--- config.mk ---
export PLATFORM = sky130hd
export DESIGN_NAME = fcsl_div
export DESIGN_NICKNAME = d
export VERILOG_FILES = /design/src/fcsl_pkg.sv /design/src/fcsl_div.sv
export SDC_FILE = /design/constraint.sdc
export NUM_CORES = 1
export LEC_CHECK = 0
export ABC_AREA = 1
export BUFFER_PORTS_ARGS = -buffer_cell sky130_fd_sc_hd__buf_4
export CORE_MARGIN = 4
export CORE_UTILIZATION = 35
export DETAILED_ROUTE_END_ITERATION = 12
export PLACE_DENSITY_LB_ADDON = 0.12
export SYNTH_ARGS = -nofsm -noshare
export SYNTH_HDL_FRONTEND = slang
export SYNTH_SLANG_ARGS = --single-unit
--- constraint.sdc ---
create_clock -name clk -period 8.19 [get_ports clk]
set_clock_uncertainty 0.1 [all_clocks]
set_input_delay 0.819 -clock clk [delete_from_list [all_inputs] [get_ports clk]]
set_output_delay 0.819 -clock clk [all_outputs]
set_load 0.01 [all_outputs]
--- src/fcsl_pkg.sv ---
`timescale 1ns / 1ps
package fcsl_pkg;

	localparam int CORDIC_STEPS_DEF = 16;
	localparam int DUTY_BITS_DEF = 12;

	localparam int MW = 34;
	localparam int PW = 2 * MW;
	localparam int ZW = 26;
	localparam int DNW = 52;
	localparam int DDW = 32;
	localparam int DCW = $clog2(DNW);

	localparam logic signed [MW-1:0] GAIN_Q30 = 34'sd652032874;
	localparam logic signed [MW-1:0] INV_SQRT3_Q16 = 34'sd37837;
	localparam logic signed [MW-1:0] HALF_SQRT3_Q16 = 34'sd56756;

	typedef enum logic [2:0] {
		REG_SPEED_TARGET = 3'd0,
		REG_CURRENT_KP = 3'd1,
		REG_CURRENT_KI_STEP = 3'd2,
		REG_SPEED_KP = 3'd3,
		REG_SPEED_KI_STEP = 3'd4,
		REG_VOLTAGE_LIMIT = 3'd5,
		REG_RATED_CURRENT = 3'd6
	} reg_idx_t;

	typedef struct packed {
		logic start;
		logic vectoring;
		logic [15:0] angle;
		logic signed [15:0] a;
		logic signed [15:0] b;
	} cordic_req_t;

	typedef struct packed {
		logic done;
		logic signed [MW-1:0] x;
		logic signed [MW-1:0] y;
	} cordic_rsp_t;

	typedef struct packed {
		logic start;
		logic signed [DNW-1:0] num;
		logic [DDW-1:0] den;
	} div_req_t;

	typedef struct packed {
		logic done;
		logic signed [DNW-1:0] quot;
	} div_rsp_t;

	function automatic logic signed [ZW-1:0] atan_q(input logic [4:0] i);
		logic signed [ZW-1:0] r;
		case (i)
			5'd0: r = 26'sd2097152;
			5'd1: r = 26'sd1238021;
			5'd2: r = 26'sd654136;
			5'd3: r = 26'sd332050;
			5'd4: r = 26'sd166669;
			5'd5: r = 26'sd83416;
			5'd6: r = 26'sd41718;
			5'd7: r = 26'sd20860;
			5'd8: r = 26'sd10430;
			5'd9: r = 26'sd5215;
			5'd10: r = 26'sd2608;
			5'd11: r = 26'sd1304;
			5'd12: r = 26'sd652;
			5'd13: r = 26'sd326;
			5'd14: r = 26'sd163;
			5'd15: r = 26'sd81;
			5'd16: r = 26'sd41;
			5'd17: r = 26'sd20;
			5'd18: r = 26'sd10;
			5'd19: r = 26'sd5;
			5'd20: r = 26'sd3;
			5'd21: r = 26'sd1;
			5'd22: r = 26'sd1;
			default: r = 26'sd0;
		endcase
		return r;
	endfunction

	function automatic logic signed [PW-1:0] clamp_s(input logic signed [PW-1:0] v,
		input logic signed [PW-1:0] lo, input logic signed [PW-1:0] hi);
		logic signed [PW-1:0] r;
		if (v > hi)
			r = hi;
		else if (v < lo)
			r = lo;
		else
			r = v;
		return r;
	endfunction

endpackage

--- src/fcsl_div.sv ---
`timescale 1ns / 1ps
module fcsl_div (
	input  logic              clk,
	input  logic              arst_n,
	input  fcsl_pkg::div_req_t req,
	output fcsl_pkg::div_rsp_t rsp
);
	import fcsl_pkg::*;

	logic busy_q, done_q, neg_q;
	logic [DCW-1:0] cnt_q;
	logic [DNW-1:0] quo_q, num_abs;
	logic [DDW-1:0] rem_q, den_q;
	logic [DDW:0] rem_sh, rem_nx;
	logic ge;

	always_comb begin
		num_abs = req.num[DNW-1] ? DNW'(-req.num) : DNW'(req.num);
		rem_sh = {rem_q, quo_q[DNW-1]};
		ge = rem_sh >= {1'b0, den_q};
		rem_nx = ge ? rem_sh - {1'b0, den_q} : rem_sh;
	end

	always_ff @(posedge clk or negedge arst_n) begin
		if (!arst_n) begin
			busy_q <= 1'b0;
			done_q <= 1'b0;
			cnt_q <= '0;
		end else begin
			done_q <= 1'b0;
			if (req.start) begin
				busy_q <= 1'b1;
				cnt_q <= '0;
				quo_q <= num_abs;
				rem_q <= '0;
				den_q <= req.den;
				neg_q <= req.num[DNW-1];
			end else if (busy_q) begin
				quo_q <= {quo_q[DNW-2:0], ge};
				rem_q <= rem_nx[DDW-1:0];
				cnt_q <= cnt_q + 1'b1;
				if (cnt_q == DCW'(DNW - 1)) begin
					busy_q <= 1'b0;
					done_q <= 1'b1;
				end
			end
		end
	end

	assign rsp.done = done_q;
	assign rsp.quot = neg_q ? -$signed(quo_q) : $signed(quo_q);

endmodule

Word-level counts from Yosys, hierarchy flattened
Index checks and enable logic that the tools add are counted.
W data, S select, Z words.
{"block": "totals", "input_bits": 87, "wordCells": 30, "register_bits": 125}
{"block": "classes", "reduce_logical": 3, "mux": 14, "magnitude_cmp": 1, "eq_ne": 1, "n_addsub": 4}
{"op": "$mux W52", "n": 4}
{"op": "$neg A52 Y52", "n": 2}
{"op": "$mux W32", "n": 2}
{"op": "$ge A33 B32 Y1", "n": 1}
{"op": "$sub A32 B32 Y32", "n": 1}
{"op": "$mux W6", "n": 2}
{"op": "$add A6 B1 Y6 const B", "n": 1}
{"op": "$eq A6 B6 Y1 const B", "n": 1}
{"op": "$mux W1", "n": 6}
{"op": "$reduce_and A2 Y1", "n": 2}
{"op": "$reduce_bool A2 Y1", "n": 1}

Longest topological paths before layout
Gate-level depths: netlist of the first run.
{"block": "depth", "word_depth": 4, "mapped_depth": 17, "mapped_depth_nobuf": 16}

Least setup slack after synthesis of the first run
OpenSTA, ideal clock, no wires.
{"block": "synth_path", "kind": "in2reg", "startpoint": "input req[84] (netlist bit)", "endpoint": "register quo_q[0], enable pin", "stages": 4, "t_required_ps": 7628, "setup_slack_ps": 3983, "setup_ps": 462, "path_buffers": 2, "arrival_time_ps": 3645, "path_cell_list": "clkbuf_1 > nor2_1 > clkbuf_1 > nor2_1"}
{"block": "synth_via", "elab_chain_cells": 2}
{"element": "from (decl)", "line": "fcsl_div.sv:5", "text": "input fcsl_pkg::div_req_t req,"}
{"element": "$reduce_bool A2 Y1 (no line)"}
{"element": "$reduce_and A2 Y1 (no line)"}
{"element": "to (signal assigned)", "line": "fcsl_div.sv:34", "text": "quo_q <= num_abs;"}
{"element": "to (signal assigned)", "line": "fcsl_div.sv:39", "text": "quo_q <= {quo_q[DNW-2:0], ge};"}
{"element": "to (decl)", "line": "fcsl_div.sv:12", "text": "logic [DNW-1:0] quo_q, num_abs;"}
No other way between the ends.
A chain may end at the register's enable or synchronous reset.

==> results of run 1 <==
==> metal layers <==
layer	track usage (%)	part of all wire (%)	wire (um)	vias to the layer above
met3	2.784	4.2	1587	48
li1	-	-	-	5879
met1	26.67	43	16430	5137
met4	6.650	2.6	994	0
met2	38.47	50	19140	271
met5	0	0	0	-
==> worst register-to-register path: stages (launching register included) <==
cell and delay (ps):
edfxtp_1 410, ha_1 400, nand2_1 100, nand2_1 110
inv_1 90, nand2_1 80, nand2_1 60, nand2_1 60
nand2_1 60, nand2_1 80, nor2_4 340, buf_4 370
nand2_4 290, nand2_1 210, nand3_1 80, nand2_1 90
==> power by group through the flow <==
stage | sequential, W | clock (W) | combinational, W
6_report | 0.000824 | 0.000703 | 0.000807
3_5_place_dp | 0.000836 | 0 | 0.000810
3_3_place_gp | 0.000835 | 0 | 0.000808
2_1_floorplan | 0.000822 | 0 | 0.000553
4_1_cts | 0.000824 | 0.000717 | 0.000813
5_1_grt | 0.000832 | 0.000747 | 0.000917
==> through the flow <==
step           cells  worst slack (ps)  util, %  hold WS, ps
5_1_grt         2346              4352    41.50        338.7
6_report        2346              4613    41.50        312.7
3_5_place_dp    2316              5053    39.92        422.7
3_3_place_gp    2316              5078    39.92        420.2
2_1_floorplan   1769              3983        -        383.8
4_1_cts         2346              4569    41.50        311.1
==> path summary, 6_finish.rpt <==
check / startpoint / endpoint / cells after the start
setup / recovery: quo_q[0] / rsp[30] / 10
hold / removal: arst_n / cnt_q[1] / 1
setup reg to reg: rem_q[19] / rem_q[24] / 15
hold reg to reg: cnt_q[4] / cnt_q[4] / 2
max in group asynchronous: arst_n / cnt_q[2] / 1
min in group clk: cnt_q[4] / cnt_q[4] / 2
==> flip-flops by register name, indices dropped and copies added (netlist names) <==
signal / count
rem_q: 32
den_q: 32
done_q: 1
quo_q: 52
busy_q: 1
neg_q: 1
cnt_q: 6
==> cell type report <==
class	instances	area (um^2)
sequential	125	3714
timing repair buffer	145	1089
clock buffer	20	436.7
multi-input combinational	1302	6467
inverter	302	1134
tap	442	553.0
fill	3524	18980
clock inverter	10	76.32
==> kinds of logic after synthesis <==
logic type,Yosys count,synth area share (%)
AO/OA/AOI/OAI,136,6.345
AND/OR/NAND/NOR,1050,39.68
buffers and inverters,342,11.60
adder cells (fa/ha/maj),36,3.983
flip-flops,125,32.30
XOR/XNOR,80,6.094
==> cell usage in the layout, fill, tap and decap left out, drive strengths merged, types with 20 or more instances in the layout <==
| cell type | instances |
|---|---|
| ha | 35 |
| xor2 | 59 |
| nand3 | 174 |
| clkbuf | 20 |
| edfxtp | 117 |
| a21oi | 32 |
| buf | 145 |
| nand2 | 595 |
| o21ai | 85 |
| inv | 300 |
| xnor2 | 21 |
| nor2 | 184 |
| nand4 | 41 |
==> flow_metrics.env, run 1 <==
export IMPL_required_ps=7270
export IMPL_cts_sinks=125
export IMPL_rows=66
export IMPL_synth_top_area_share_pct=30.56
export IMPL_netlist_top_cells_count="580 x nand2_1, 296 x inv_1, 171 x nand3_1, 168 x nor2_1, 117 x edfxtp_1"
export IMPL_critPathMostFrequentCell="nor2_2"
export IMPL_tightest_slew_ps=866.7
export IMPL_synthDistinctLibCells=46
export IMPL_maxCapViolations=0
export IMPL_grt_total_usage_pct=21.38
export IMPL_post_cts_resized=0
export IMPL_synth_nets=1892
export IMPL_clockPowerShare_pct=30.1
export IMPL_ys_top_cells_by_area="edfxtp_1 31%, nand2_1 19%, inv_1 9.7%, nand3_1 7.4%, nor2_1 5.5%"
export IMPL_outcome="finished, final reports clean"
export IMPL_clk_pin_slew_ps=60
export IMPL_p_int_w=0.001479
export IMPL_hold_buffers=0
export IMPL_postCtsSetupBuffers=0
export IMPL_ys_flop_type="edfxtp_1"
export IMPL_io_buffer_count=139
export IMPL_num_vias=11335
export IMPL_period_needed_ps=3577
export IMPL_root_buffer="clkbuf_16"
export IMPL_cts_tree="built"
export IMPL_post_drt_wl_per_cell_um=16.26
export IMPL_drt_iter0_drc=760
export IMPL_diodes=0
export IMPL_gr_total_overflow=0
export IMPL_netlist_instances=1769
export IMPL_grt_pass1_vias=11285
export IMPL_seqPwrFrac_pct=35.3
export IMPL_first_pass_iters=5
export IMPL_crit_type="register to output port"
export IMPL_cellPowerDensity_nw_per_um2=173.3
export IMPL_leakage_nw=6.600
export IMPL_drt_total_wl_um=38160
export IMPL_critical_path_buf_inv_count=2
export IMPL_ys_seq_elements=125
export IMPL_cpPeakStageDelay_ps=410
export IMPL_syn_area_per_cell_um2=6.499
export IMPL_combPwrFrac_pct=34.6
export IMPL_hold_violations=0
export IMPL_ys_seq_area_share_pct=32.30
export IMPL_ir_drop_mv=0.1045
export IMPL_dpl_cell_area_um2=12960
export IMPL_ys_async_sr_fraction_pct=6.400
export IMPL_yosys_area_top_type="edfxtp_1"
export IMPL_drive_gt1_share_pct=11.29
export IMPL_drc=0
export IMPL_fin_crit_sh_pct=43.67
export IMPL_maxSlewHeadroom_pct=42.08
export IMPL_crit_fanout=5
export IMPL_coreArea_um2=32450
export IMPL_setup_tns_ps=0
export IMPL_p_sw_w=0.0008547
export IMPL_die_w_um=189.2
export IMPL_htreeDepth=4
export IMPL_area_delta_synth_final_pct=17.15
export IMPL_die_area_um2=35810
export IMPL_finalInstanceArea_um2=13470
export IMPL_swShare_pct=36.62
export IMPL_end_kind="output port"
export IMPL_drtAntennaViolNets=0
export IMPL_worstSetupStartpointType="register"
export IMPL_regToRegSetupSlack_ps=5130
export IMPL_synth_most_common_cell="nand2_1"
export IMPL_clockBufferDepth=2
export IMPL_gp_congestion=0.9164
export IMPL_numCtsBuffers=17
export IMPL_hp_class="input port to async pin"
export IMPL_cp_slowest_cell="edfxtp_1"
export IMPL_finalSetupViolations=0
export IMPL_ioPinCount=140
export IMPL_critPathArrivalTime_ps=2660
export IMPL_grt_max_degree=53
export IMPL_synth_edff_count=117
export IMPL_path_delay_family="simple AND/OR/NAND/NOR gates"
export IMPL_drv_slew=0
export IMPL_avgViaCountPerCell=4.832
export IMPL_yosysWarnings=0
export IMPL_grt_pass1_wl_um=60400
export IMPL_start_util_pct=35.43
export IMPL_finalPower_w=0.002334
export IMPL_final_nets=2016
export IMPL_fmax_mhz=279.6
export IMPL_clkLatencyLatePin_ps=440
export IMPL_syn_area_um2=11500
export IMPL_hpwlAfterDp_um=30230
export IMPL_die_height_um=189.2
export IMPL_rsz0062_at_grt="no"
export IMPL_crit_chain="inv_1 -> ha_1 -> nand3_1 -> nor2_2 -> nand3_2 -> nor2_2 -> a31oi_1 -> nor2_2 -> xor2_1 -> buf_4"
export IMPL_antenna_found_initial=0
(Power assumes the default switching activity.)
==> run 2, diff against run 1 <==
==> constraint.sdc (replaced) <==
create_clock -name clk -period 3.1 [get_ports clk]
set_clock_uncertainty 0.1 [all_clocks]
set_input_delay 0.31 -clock clk [delete_from_list [all_inputs] [get_ports clk]]
set_output_delay 0.31 -clock clk [all_outputs]
set_load 0.01 [all_outputs]
==> flow_metrics.env, run 2 (synthesis results as in run 1) <==
export IMPL_largest_register="quo_q"
export IMPL_drt_total_wl_um=39450
export IMPL_crit_chain="buf_4 -> nor3_4 -> nand4_1 -> inv_1 -> nand2_1 -> nor2_4 -> nand2_2 -> nand2_4 -> nand2_1 -> xor2_2 -> buf_4"
export IMPL_numCtsBuffers=17
export IMPL_ioPinCount=140
export IMPL_worstSetupStartpointType="register"
export IMPL_start_util_pct=35.43
export IMPL_gr_total_overflow=0
export IMPL_coreArea_um2=32450
export IMPL_cpPeakStageDelay_ps=410
export IMPL_final_common_cell="nand2_1"
export IMPL_gp_congestion=0.9468
export IMPL_drv_slew=0
export IMPL_crit_fanout=9
export IMPL_post_drt_wl_per_cell_um=16.48
export IMPL_multiInputGateArea_um2=6520
export IMPL_cts_tree="built"
export IMPL_grt_pass1_wl_um=61620
export IMPL_rows=66
export IMPL_dp_cells=2327
export IMPL_clkLatencyLatePin_ps=430
export IMPL_outcome="finished, final reports clean"
export IMPL_crit_type="register to output port"
export IMPL_fmax_mhz=331.3
export IMPL_setup_slack_ps=81.13
export IMPL_clk_pin_slew_ps=60
export IMPL_die_w_um=189.2
export IMPL_largest_register_ffs=52
export IMPL_drtAntennaViolNets=0
export IMPL_final_nets=2063
export IMPL_rsz0062_at_grt="yes"
export IMPL_cellPowerDensity_nw_per_um2=453.1
export IMPL_root_buffer="clkbuf_16"
export IMPL_avgViaCountPerCell=4.897
export IMPL_final_cells=2394
export IMPL_grt_max_degree=53
export IMPL_first_pass_iters=5
export IMPL_die_area_um2=35810
export IMPL_period_needed_ps=3019
export IMPL_tightest_slew_ps=799.9
export IMPL_cp_slowest_cell="edfxtp_1"
export IMPL_drive_gt1_share_pct=12.09
export IMPL_grt_total_usage_pct=21.83
export IMPL_num_vias=11723
export IMPL_finalSetupViolations=0
export IMPL_final_cell_mix="580 x nand2_1, 295 x inv_1, 170 x nand3_1, 163 x nor2_1, 158 x buf_4"
export IMPL_diodes=0
export IMPL_hold_violations=0
export IMPL_htreeDepth=4
export IMPL_critPathArrivalTime_ps=2610
export IMPL_end_kind="output port"
export IMPL_maxCapViolations=0
export IMPL_reg_top3="quo_q x52, den_q x32, rem_q x32"
export IMPL_ir_drop_mv=0.2304
export IMPL_fin_crit_sh_pct=97.38
export IMPL_drt_iter0_drc=801
export IMPL_antenna_found_initial=0
export IMPL_n_fill_cell=3492
export IMPL_fin_hold_ws_ps=166.4
export IMPL_hpwlAfterDp_um=31050
export IMPL_cts_sinks=125
export IMPL_post_place_ws_ps=246.7
export IMPL_drc=0
export IMPL_area_delta_synth_final_pct=21.73
export IMPL_grt_pass1_vias=11589
export IMPL_hp_class="input port to register"
export IMPL_die_height_um=189.2
export IMPL_io_buffer_count=139
export IMPL_maxSlewHeadroom_pct=46.11
export IMPL_clockBufferDepth=2
export IMPL_post_route_util_pct=43.13
export IMPL_required_ps=2690
export IMPL_regArea_um2=3714
export IMPL_leakage_nw=6.828
==> run 2: worst max-delay path, delay by kind of cell (launching register included) <==
kind / cells / cell delay (ps)
DFF: 1 / 410
xor gates and xnor gates: 1 / 240
buffers and inverters: 3 / 460
and+or+nand+nor: 7 / 1060
==> run 2: worst paths after layout <==
kind	startpoint	end	slack, ps	depth (start not counted)
setup / recovery	quo_q[1]	rsp[31]	80	11
hold / removal	req[47]	quo_q[15]	170	3
setup reg to reg	rem_q[25]	rem_q[7]	270	10
hold reg to reg	cnt_q[4]	cnt_q[4]	440	2
max in group asynchronous	arst_n	busy_q	2410	2
min in group asynchronous	arst_n	cnt_q[1]	250	2
==> run 2: through the flow <==
step           setup TNS [ps]  area [um^2]  power (W)
3_5_place_dp                0        13050   0.004375
2_1_floorplan               0        11500   0.003631
6_report                    0        14000   0.006342
3_3_place_gp                0        13050   0.004368
4_1_cts                     0        13930   0.006372
5_1_grt                -89.44        14000   0.006739
==> run 2: per-layer routing <==
layer	vias to the layer above	GRT usage, %	wire length [um]	share of wire [%]
met5	-	0	0	0
met4	0	8.236	1324	3.4
met3	62	2.507	1515	3.8
met2	292	39.26	19660	50
met1	5402	26.87	16950	43
li1	5967	-	-	-
==> run 2: area by class of cell <==
class                   count  share of cell area [%]
well taps                 442                   3.951
clock inverters            10                  0.7062
inverters                 302                   8.099
clock buffers              21                   3.147
multi-input cells        1302                   46.59
repair buffers            192                   10.98
flip-flops and latches    125                   26.53
==> run 2: what timing repair did <==
item                                    4_1_cts  5_1_grt
hold buffers                                 33        0
endpoints found under the setup margin        2       15
pin swaps                                     0        3
gates resized for setup                       2        9
buffers inserted                              0        3
endpoints found under the hold margin        40        0
==> run 2: power by group <==
| group | switching [W] | total (W) | internal, W |
|---|---|---|---|
| Combinational | 0.00139 | 0.00221 | 0.000825 |
| Clock | 0.000782 | 0.00195 | 0.00116 |
| Sequential | 0.000129 | 0.00218 | 0.00205 |
